<file path="src/design/profile_log_odds_dot_score_macros.svh">
// Assertion macros for the profile log-odds scorer
`ifndef PROFILE_LOG_ODDS_DOT_SCORE_MACROS_SVH
`define PROFILE_LOG_ODDS_DOT_SCORE_MACROS_SVH
`ifndef SYNTHESIS
`define PLS_ASSERT_IMPL(label, clk, rstn, prop, msg) \
    label: assert property (@(posedge clk) disable iff (!rstn) (prop)) else $error(msg);
`define PLS_ASSERT_NEXT(label, clk, rstn, ante, cons, msg) \
    label: assert property (@(posedge clk) disable iff (!rstn) (ante) |=> (cons)) else $error(msg);
`else
`define PLS_ASSERT_IMPL(label, clk, rstn, prop, msg)
`define PLS_ASSERT_NEXT(label, clk, rstn, ante, cons, msg)
`endif
`endif

</file>
<file path="src/design/pls_pkg.sv">
package pls_pkg;
    typedef enum logic [1:0] {
        REQ_BG    = 2'd0,
        REQ_SCORE = 2'd1,
        REQ_CLEAR = 2'd2,
        REQ_NONE  = 2'd3
    } req_t;

    localparam int CFG_LENGTH_A = 0;
    localparam int CFG_LENGTH_B = 1;

    localparam int FREQ_W   = 16;
    localparam int BG_W     = 28;
    localparam int LEN_W    = 13;
    localparam int SYM_W    = 5;
    localparam int LOG_FRAC = 20;
    localparam int LOG_W    = 26;   // msb position (<64) plus 20 fraction bits
    localparam logic [BG_W-1:0] BG_SUM_MAX = {BG_W{1'b1}};
    localparam logic [15:0] EPS_Q32 = 16'd42950;
    localparam logic [31:0] LN2_Q32 = 32'd2977044472;

    // work item passed from front to back
    typedef struct packed {
        logic                is_score;   // else: pass-through of last only
        logic                valid_sym;
        logic                last;
        logic [FREQ_W-1:0]   freq_a;
        logic [FREQ_W-1:0]   freq_b;
        logic [BG_W-1:0]     sum_a;
        logic [BG_W-1:0]     sum_b;
    } work_t;

    typedef enum logic [3:0] {
        B_IDLE,
        B_DIV,
        B_NORM,
        B_LOG,
        B_LNMUL,
        B_LNRND,
        B_NEXTOP,
        B_PROD,
        B_ACC,
        B_OUT
    } bstate_t;
endpackage

</file>
<file path="src/design/pls_queue.sv">
module pls_queue
    import pls_pkg::*;
(
    input  logic  aclk,
    input  logic  aresetn,
    input  logic  push,
    input  work_t din,
    output logic  full,
    input  logic  pop,
    output work_t dout,
    output logic  nonempty
);
    work_t       mem_reg [2];
    logic        wp_reg, rp_reg;
    logic [1:0]  cnt_reg;

    assign full     = cnt_reg == 2'd2;
    assign nonempty = cnt_reg != 2'd0;
    assign dout     = mem_reg[rp_reg];

    always_ff @(posedge aclk) begin
        if (push) mem_reg[wp_reg] <= din;
    end

    always_ff @(posedge aclk) begin
        if (!aresetn) begin
            wp_reg  <= 1'b0;
            rp_reg  <= 1'b0;
            cnt_reg <= '0;
        end else begin
            if (push) wp_reg <= ~wp_reg;
            if (pop)  rp_reg <= ~rp_reg;
            cnt_reg <= cnt_reg + {1'b0, push} - {1'b0, pop};
        end
    end
endmodule

</file>
<file path="config.mk">
export PLATFORM = sky130hd
export DESIGN_NAME = pls_queue
export DESIGN_NICKNAME = d
export VERILOG_FILES = /design/src/design/profile_log_odds_dot_score_macros.svh /design/src/design/pls_pkg.sv /design/src/design/pls_queue.sv
export SDC_FILE = /design/constraint.sdc
export NUM_CORES = 1
export LEC_CHECK = 0
export BUFFER_PORTS_ARGS = -buffer_cell sky130_fd_sc_hd__buf_4
export CAP_MARGIN = 20
export CORE_MARGIN = 4
export CORE_UTILIZATION = 53
export DETAILED_ROUTE_END_ITERATION = 8
export GPL_TIMING_DRIVEN = 0
export PLACE_DENSITY = 0.8
export SYNTH_ARGS = -nofsm -noshare
export SYNTH_HDL_FRONTEND = slang
export SYNTH_SLANG_ARGS = --single-unit
export TNS_END_PERCENT = 30
</file>
<file path="constraint.sdc">
create_clock -name aclk -period 6.1 [get_ports aclk]
set_clock_uncertainty 0.2 [all_clocks]
set_input_delay 0.61 -clock aclk [delete_from_list [all_inputs] [get_ports aclk]]
set_output_delay 0.61 -clock aclk [all_outputs]
set_load 0.05 [all_outputs]
</file>
==> flow_summary.yaml <==
run_status:
  status: "finished clean"
yosys:
  synth_top_area_frac: 0.754
  synth_fa_ha_area_frac: 0.00345
  synth_cell_type_count: 14
  synth_area_leader_cell: "edfxtp_1"
  synth_mux_area_frac: 0.188
  synth_area_sq_um: 7250
  postSynthAreaPerCell_sq_um: 23.8
  ys_seq_area_frac: 0.768
  ys_warn_count: 0
  syn_inst: 304
  synthTopCellsByArea: "edfxtp_1 75%, mux2_4 19%, buf_12 2.5%, dfxtp_1 1.4%, and2_1 0.35%"
  synth_xor_area_frac: 0.00432
  synthSimpleGateAreaFrac: 0.00777
  synth_compound_area_frac: 0.00104
  syn-num-nets: 401
  synth_seq_cells: 187
  synth_top_family_by_area: "multiplexers"
detailed_routing:
  wl_um: 12800
  via_count: 3467
  vias_per_cell: 4.94
  firstDrtPassIters: 4
  wl_per_cell_um: 18.2
  drt_iter0_drc: 166
  postRouteAntennaNets: 0
  drcViolationCount: 0
clock_network:
  clock_latency_ns: 0.42
  cts_sinks: 187
  cts.clk_slew.worst_paths_ns: 0.07
  post_cts_buffers: 0
  cts.repair.resized: 0
  root_buffer: "clkbuf_16"
  htreeDepth: 4
  cts_buffer_depth: 2
  cts_tree: "yes"
  ctsHoldBuffers: 0
  numCtsBuffers: 17
timing:
  setup-violations-final: 0
  min_period_over_period: 0.411
  worst_pin_slew_ns: 0.894
  slew_viol_final: 0
  period_needed_ns: 2.50
  hold_viol_final: 0
  rsz0062_at_grt: "no"
  fmax_mhz: 399
  relSlewSlack: 0.403
global_route:
  grt_pass1_vias: 3792
  grt_max_degree: 62
  grt_pass1_wl_um: 19900
  gr-usage-all-layers: 0.167
  antenna_found_initial: 0
  grt_overflow: 0
setup_path:
  endpoint_kind: "output port"
  timing.rr.end: "mem_reg[0][14]$_DFFE_PP_"
  crit_chain: "buf_6 > buf_12 > mux2_4 > buf_4"
  r2r_slack_ns: 3.98
  slowest_delay_ns: 0.32
  path_delay_family: "buffers and inverters"
  ff2ff_path_depth: 3
  cp.required_ns: 5.29
  path_max_fanout: 10
  slowest_stage: "dfxtp_1"
  r2r_start: "wp_reg$_SDFFE_PN0P_"
  crit_type: "flip-flop to output port"
  crit_arrival_ns: 1.69
  cp-start-kind: "flip-flop"
  path_buf_inv: 3
power:
  power_w: 0.00329
  ir_drop_v: 0.000257
  p_leak_nw: 3.82
  pwr_density_cell_nw_per_um2: 343
hold_path:
  min_path_cells: 1
  hold_path.class: "input port to flip-flop"
  worstHoldEndpoint: "mem_reg[1][25]$_DFFE_PP_"
  worstHoldStart: "din[25]"
finish:
  post-route-util: 0.721
  areaGrowthSynthToFinish_pct: 32.2
  layout-drive-gt1-share: 0.610
  design_area_sq_um: 9580
  num_antenna_cells: 0
  nets: 610
  mostFrequentLayoutCell: "buf_4"
  final_cell_mix: "187 x buf_4, 182 x edfxtp_1, 90 x mux2_4, 17 x clkbuf_16, 11 x buf_12"
  final_cells: 702
  largest_reg_flops: 182
  nFillCells: 843
floorplanning:
  die_area_sq_um: 15600
  num_rows: 42
  start_util: 0.545
  die_h_um: 125
  ios: 188
  die_w_um: 125
  core-area_sq_um: 13300
placed_design:
  place_area_sq_um: 8950
  portBuffers: 187
  place.gp.congestion: 0.695
  dp_hpwl_um: 8820
  dp.cells: 670
job:
  drv_cap: 0
-- cell usage after synthesis --
library cell / number
edfxtp_1: 182
mux2_4: 90
buf_12: 9
dfxtp_1: 5
and2_1: 4
nor2b_1: 4
ha_1: 2
inv_1: 2
buf_6: 1
mux2_2: 1
o21a_1: 1
or2_2: 1
xnor3_1: 1
xor2_1: 1
-- how the worst max path moves through the flow --
| stage | to | slack [ns] | cells after the start |
|---|---|---|---|
| after floorplan | mem_reg[0][0]$_DFFE_PP_ | 0.74 | 1 |
| after global placement | mem_reg[0][76]$_DFFE_PP_ | -1.54 | 2 |
| after detailed placement | mem_reg[0][67]$_DFFE_PP_ | 3.50 | 4 |
| after CTS | dout[34] | 3.56 | 4 |
| after global routing | dout[34] | 3.52 | 4 |
| final | dout[35] | 3.60 | 4 |
-- layout make-up --
type                            instances  area, sq um  share of cell area
Timing Repair Buffer                  190         1470               0.154
Tap cell                              176          220              0.0230
Clock buffer                           19          433              0.0452
Clock inverter                         13          199              0.0208
Buffer                                 10          191              0.0200
Multi-Input combinational cell        105         1490               0.156
Inverter                                2         7.51            0.000784
Sequential cell                       187         5570               0.581
-- per-stage QoR --
| stage | worst slack (ns) | hold slack, ns | setup TNS (ns) |
|---|---|---|---|
| 3_5_place_dp | 3.50 | 0.374 | 0 |
| 6_report | 3.60 | 0.169 | 0 |
| 3_3_place_gp | -1.54 | 0.366 | -141.35 |
| 4_1_cts | 3.56 | 0.151 | 0 |
| 5_1_grt | 3.52 | 0.141 | 0 |
| 2_1_floorplan | 0.739 | 0.355 | 0 |
-- power by group --
part | switching (W) | total, W | leakage, nW | internal [W]
sequential | 0.0000185 | 0.00150 | 1.75 | 0.00149
clock | 0.000432 | 0.00115 | 0.300 | 0.000723
combinational | 0.000372 | 0.000631 | 1.77 | 0.000258
total | 0.000823 | 0.00329 | 3.82 | 0.00247
-- cells by family after synthesis --
group	count (synthesis)
AND/OR/NAND/NOR	9
XOR/XNOR	2
multiplexers	91
adder cells (fa/ha/maj)	2
flip-flops	187
AO/OA/AOI/OAI	1
buffers and inverters	12
-- layer usage --
metal  global-route usage  vias up  routed length, um
met2                0.275      134               6510
li1                     -     1617                  -
met1                0.187     1702               4760
met4               0.0555        0                182
met3               0.0891       14               1320
met5                    0        -                  0
(Power assumes the default switching activity.)
