==> src/design/profile_log_odds_dot_score_macros.svh <==
// Assertion macros for the profile log-odds scorer
`ifndef PROFILE_LOG_ODDS_DOT_SCORE_MACROS_SVH
`define PROFILE_LOG_ODDS_DOT_SCORE_MACROS_SVH
`ifndef SYNTHESIS
`define PLS_ASSERT_IMPL(label, clk, rstn, prop, msg) \
    label: assert property (@(posedge clk) disable iff (!rstn) (prop)) else $error(msg);
`define PLS_ASSERT_NEXT(label, clk, rstn, ante, cons, msg) \
    label: assert property (@(posedge clk) disable iff (!rstn) (ante) |=> (cons)) else $error(msg);
`else
`define PLS_ASSERT_IMPL(label, clk, rstn, prop, msg)
`define PLS_ASSERT_NEXT(label, clk, rstn, ante, cons, msg)
`endif
`endif

==> src/design/pls_pkg.sv <==
package pls_pkg;
    typedef enum logic [1:0] {
        REQ_BG    = 2'd0,
        REQ_SCORE = 2'd1,
        REQ_CLEAR = 2'd2,
        REQ_NONE  = 2'd3
    } req_t;

    localparam int CFG_LENGTH_A = 0;
    localparam int CFG_LENGTH_B = 1;

    localparam int FREQ_W   = 16;
    localparam int BG_W     = 28;
    localparam int LEN_W    = 13;
    localparam int SYM_W    = 5;
    localparam int LOG_FRAC = 20;
    localparam int LOG_W    = 26;   // msb position (<64) plus 20 fraction bits
    localparam logic [BG_W-1:0] BG_SUM_MAX = {BG_W{1'b1}};
    localparam logic [15:0] EPS_Q32 = 16'd42950;
    localparam logic [31:0] LN2_Q32 = 32'd2977044472;

    // work item passed from front to back
    typedef struct packed {
        logic                is_score;   // else: pass-through of last only
        logic                valid_sym;
        logic                last;
        logic [FREQ_W-1:0]   freq_a;
        logic [FREQ_W-1:0]   freq_b;
        logic [BG_W-1:0]     sum_a;
        logic [BG_W-1:0]     sum_b;
    } work_t;

    typedef enum logic [3:0] {
        B_IDLE,
        B_DIV,
        B_NORM,
        B_LOG,
        B_LNMUL,
        B_LNRND,
        B_NEXTOP,
        B_PROD,
        B_ACC,
        B_OUT
    } bstate_t;
endpackage

==> src/design/pls_front.sv <==
module pls_front
    import pls_pkg::*;
#(
    parameter int NUM_SYMBOLS = 20
) (
    input  logic              aclk,
    input  logic              aresetn,
    input  logic              s_valid,
    output logic              s_ready,
    input  logic [1:0]        s_req_type,
    input  logic              s_profile_sel,
    input  logic [SYM_W-1:0]  s_symbol,
    input  logic [FREQ_W-1:0] s_bg_freq,
    input  logic [FREQ_W-1:0] s_freq_a,
    input  logic [FREQ_W-1:0] s_freq_b,
    input  logic              s_last,
    output logic              q_push,
    output work_t             q_data,
    input  logic              q_full
);
    logic [BG_W-1:0] sum_a_reg [NUM_SYMBOLS];
    logic [BG_W-1:0] sum_b_reg [NUM_SYMBOLS];
    logic            acc;
    logic            sym_ok;
    logic [BG_W:0]   add_v;
    logic [BG_W-1:0] cur;

    assign s_ready = !q_full;
    assign acc     = s_valid && s_ready;
    assign sym_ok  = {27'd0, s_symbol} < NUM_SYMBOLS;
    assign cur     = sym_ok ? (s_profile_sel ? sum_b_reg[s_symbol] : sum_a_reg[s_symbol])
                            : '0;
    assign add_v   = {1'b0, cur} + {13'd0, s_bg_freq};

    always_ff @(posedge aclk) begin
        if (!aresetn) begin
            for (int i = 0; i < NUM_SYMBOLS; i++) begin
                sum_a_reg[i] <= '0;
                sum_b_reg[i] <= '0;
            end
        end else if (acc) begin
            if (req_t'(s_req_type) == REQ_CLEAR) begin
                for (int i = 0; i < NUM_SYMBOLS; i++) begin
                    sum_a_reg[i] <= '0;
                    sum_b_reg[i] <= '0;
                end
            end else if (req_t'(s_req_type) == REQ_BG && sym_ok) begin
                if (s_profile_sel) begin
                    sum_b_reg[s_symbol] <= add_v[BG_W] ? BG_SUM_MAX : add_v[BG_W-1:0];
                end else begin
                    sum_a_reg[s_symbol] <= add_v[BG_W] ? BG_SUM_MAX : add_v[BG_W-1:0];
                end
            end
        end
    end

    always_comb begin
        q_push           = acc && (req_t'(s_req_type) == REQ_SCORE);
        q_data.is_score  = 1'b1;
        q_data.valid_sym = sym_ok;
        q_data.last      = s_last;
        q_data.freq_a    = s_freq_a;
        q_data.freq_b    = s_freq_b;
        q_data.sum_a     = sym_ok ? sum_a_reg[s_symbol] : '0;
        q_data.sum_b     = sym_ok ? sum_b_reg[s_symbol] : '0;
    end
endmodule

==> config.mk <==
export PLATFORM = sky130hd
export DESIGN_NAME = pls_front
export DESIGN_NICKNAME = d
export VERILOG_FILES = /design/src/design/profile_log_odds_dot_score_macros.svh /design/src/design/pls_pkg.sv /design/src/design/pls_front.sv
export SDC_FILE = /design/constraint.sdc
export NUM_CORES = 2
export LEC_CHECK = 0
export BUFFER_PORTS_ARGS = -buffer_cell sky130_fd_sc_hd__buf_2
export CORE_MARGIN = 4
export CORE_UTILIZATION = 63
export CTS_BUF_LIST = sky130_fd_sc_hd__clkbuf_16
export DETAILED_ROUTE_END_ITERATION = 6
export GPL_TIMING_DRIVEN = 1
export PLACE_DENSITY = 0.8
export SETUP_SLACK_MARGIN = 0.15
export SYNTH_ARGS = -nofsm -noshare
export SYNTH_HDL_FRONTEND = slang
export SYNTH_SLANG_ARGS = --single-unit
==> constraint.sdc <==
create_clock -name aclk -period 11.2 [get_ports aclk]
set_input_delay 2.24 -clock aclk [delete_from_list [all_inputs] [get_ports aclk]]
set_output_delay 2.24 -clock aclk [all_outputs]
set_load 0.03 [all_outputs]
==> flow_summary.ini <==
[run_status]
status = complete, but fails checks
violations = DRC

[timing]
period_minus_slack_ps = 9010
hold_viol = 0
period_share = 0.804
rsz0062_at_grt = false
report.final.slew_viol_count = 0
finalSetupTns_ps = 0
clock_skew_ps = 38.6
fmax_ghz = 0.111
setup_viol = 0
worst_pin_slew_ps = 1360
max_slew_margin = 0.0904

[synthesis]
yosysTopAreaCellShare = 0.705
syn_area_um2 = 76000
yosys_warnings = 0
synth_largest_area_cell = edfxtp_1
ys_ff_latch = 1784
syn_area_per_cell_um2 = 15.5
synth_area_leaders = edfxtp_1, mux4_2, mux2i_1
synth_edf_count = 1784
ys_seq_area_frac = 0.705
synthArstFlopShare = 0
synthCells = 4918
synth-main-ff-cell = edfxtp_1
synth_cell_types = 69

[grt]
grt_pass1_wl_mm = 325
grt_use_met2 = 0.525
use_met3 = 0.132
grt_util_met1 = 0.459
antenna_found_initial = 7
grt.overflow.total = 0
grt_usage = 0.362
grt_busiest_layer = met2
grt_pass1_vias = 48602
grt_max_degree = 161

[die]
start_util = 0.634
rows = 127
die-area_um2 = 126000
coreArea_um2 = 120000
boundaryPins = 154
die_width_um = 355
die_h_um = 355

[final_layout]
layout.cells.non_filler = 7257
fin_nets = 5580
final_cell_mix = edfxtp_1, nor2_1, conb_1, mux2i_1, a21oi_1
final_common_cell = edfxtp_1
area_growth_pct = 12.9
largest_reg_flops = 896
drive_gt1_frac = 0.152

[power]
p_per_area_nw_per_um2 = 185
leakage_nw = 32.1
max-vdd-ir-drop_mv = 0.167

[drt]
routedWlPerCell_um = 31.5
drtIter0Drc = 8444
drt_first_pass_iters = 7
via_per_inst = 6.80
vias = 49334
drc = 1
routed_wl_mm = 229
antenna_left = 0

[clocking]
cts_buffer_depth = 3
htree_levels = 4
ctsRootBufferMaster = clkbuf_16
postCtsHoldBufs = 0
clock_latency_ps = 820
cts_tree = yes
cts_resized = 0
postCtsSetupBuffers = 0
cts_num_sinks = 1784
path_clk_slew_ps = 60
cts_buffers = 175

[setup_path]
slowest_delay_ps = 970
crit_path_start_kind = input pin
worstPathRequired_ps = 11540
critPathKind = input pin to flop
critPathSlowestCell = and2_2
worstPathMaxFanout = 41
crit_arrival_ps = 9340
crit_chain = buf_2, nor2_1, and2_2, a22oi_1, nand2_1, nor3_1, a211oi_1, ha_1, and3_1, a211oi_1, o21ai_0, a2111oi_0, o21a_1, nor3_1, nand4_1, buf_4, nand3_1
cp-end-kind = flop

[placed_design]
portBuffers = 86
dpl.hpwl_mm = 133
dp_cells = 6937
gp_congestion = 0.978

[job]
maxCapViolCount = 0

[worst_hold_path]
hp-class = flop to flop
through the flow:
step	power [mW]	hold slack (ps)	area, µm²	worst slack (ps)	util
final	15.8	1600	85800	2190	0.716
after global routing	16.3	1680	85800	1970	0.716
after CTS	15.8	1580	85800	2630	0.716
after detailed placement	10.3	1540	80400	1820	0.671
after global placement	10.2	1510	80400	1930	0.671
after floorplan	9.53	1090	78500	2690	-
where the power goes:
| part | internal (mW) | switching [mW] | leakage, nW |
|---|---|---|---|
| registers | 8.11 | 0.156 | 18.3 |
| clock network | 3.08 | 2.51 | 2.76 |
| logic | 0.520 | 1.46 | 11.0 |
area by class of cell:
type / instances / area [µm²]
fillers: 7482 / 34000
repair buffers: 279 / 2020
well taps: 1612 / 2020
diodes: 6 / 15.0
clock buffers: 176 / 4400
multi-input cells: 3238 / 22700
inverters: 24 / 90.1
flip-flops and latches: 1784 / 53600
clock inverters: 138 / 977
cells by family (layout without fill, tap and decap cells):
kind of cell	Yosys count	after routing	synth area share
buffers and inverters	559	617	0.0338
AOI/OAI and AO/OA	829	829	0.0673
xor gates and xnor gates	19	19	0.00219
DFF	1784	1784	0.705
muxes	643	643	0.128
and+or+nand+nor	1065	1065	0.0609
adders and majority gates	17	17	0.00290
other	2	671	0.0000988
critical path, delay by kind of cell:
kind            cells  cell delay [ps]
compound gates      6             2940
fa+ha+maj           1              420
simple gates        8             3040
buf+inv             2              660
cells in the mapped netlist, drive strengths merged (24+ instances only):
cell	instances
buf	286
clkbuf	249
a22oi	89
nor2	707
nor3	90
nand2	110
o22ai	184
a21oi	327
mux4	261
nor4	44
a31oi	138
inv	24
mux2i	371
edfxtp	1784
routing by layer:
layer / up-vias / share of wire
met2: 4813 / 0.44
met5: - / 0.00083
met1: 23725 / 0.31
met3: 1177 / 0.17
met4: 10 / 0.085
li1: 19609 / -
final timing paths:
path,from,endpoint,slack [ps],depth (start not counted)
worst max register to register,sum_b_reg[31][0],sum_a_reg[10][9],4470,19
worst min-delay path,sum_a_reg[29][16],sum_a_reg[13][16],1600,8
worst max-delay path,s_symbol[2],sum_b_reg[29][25],2190,17
worst min register to register,sum_a_reg[29][16],sum_a_reg[13][16],1600,8
(Power assumes the default switching activity.)
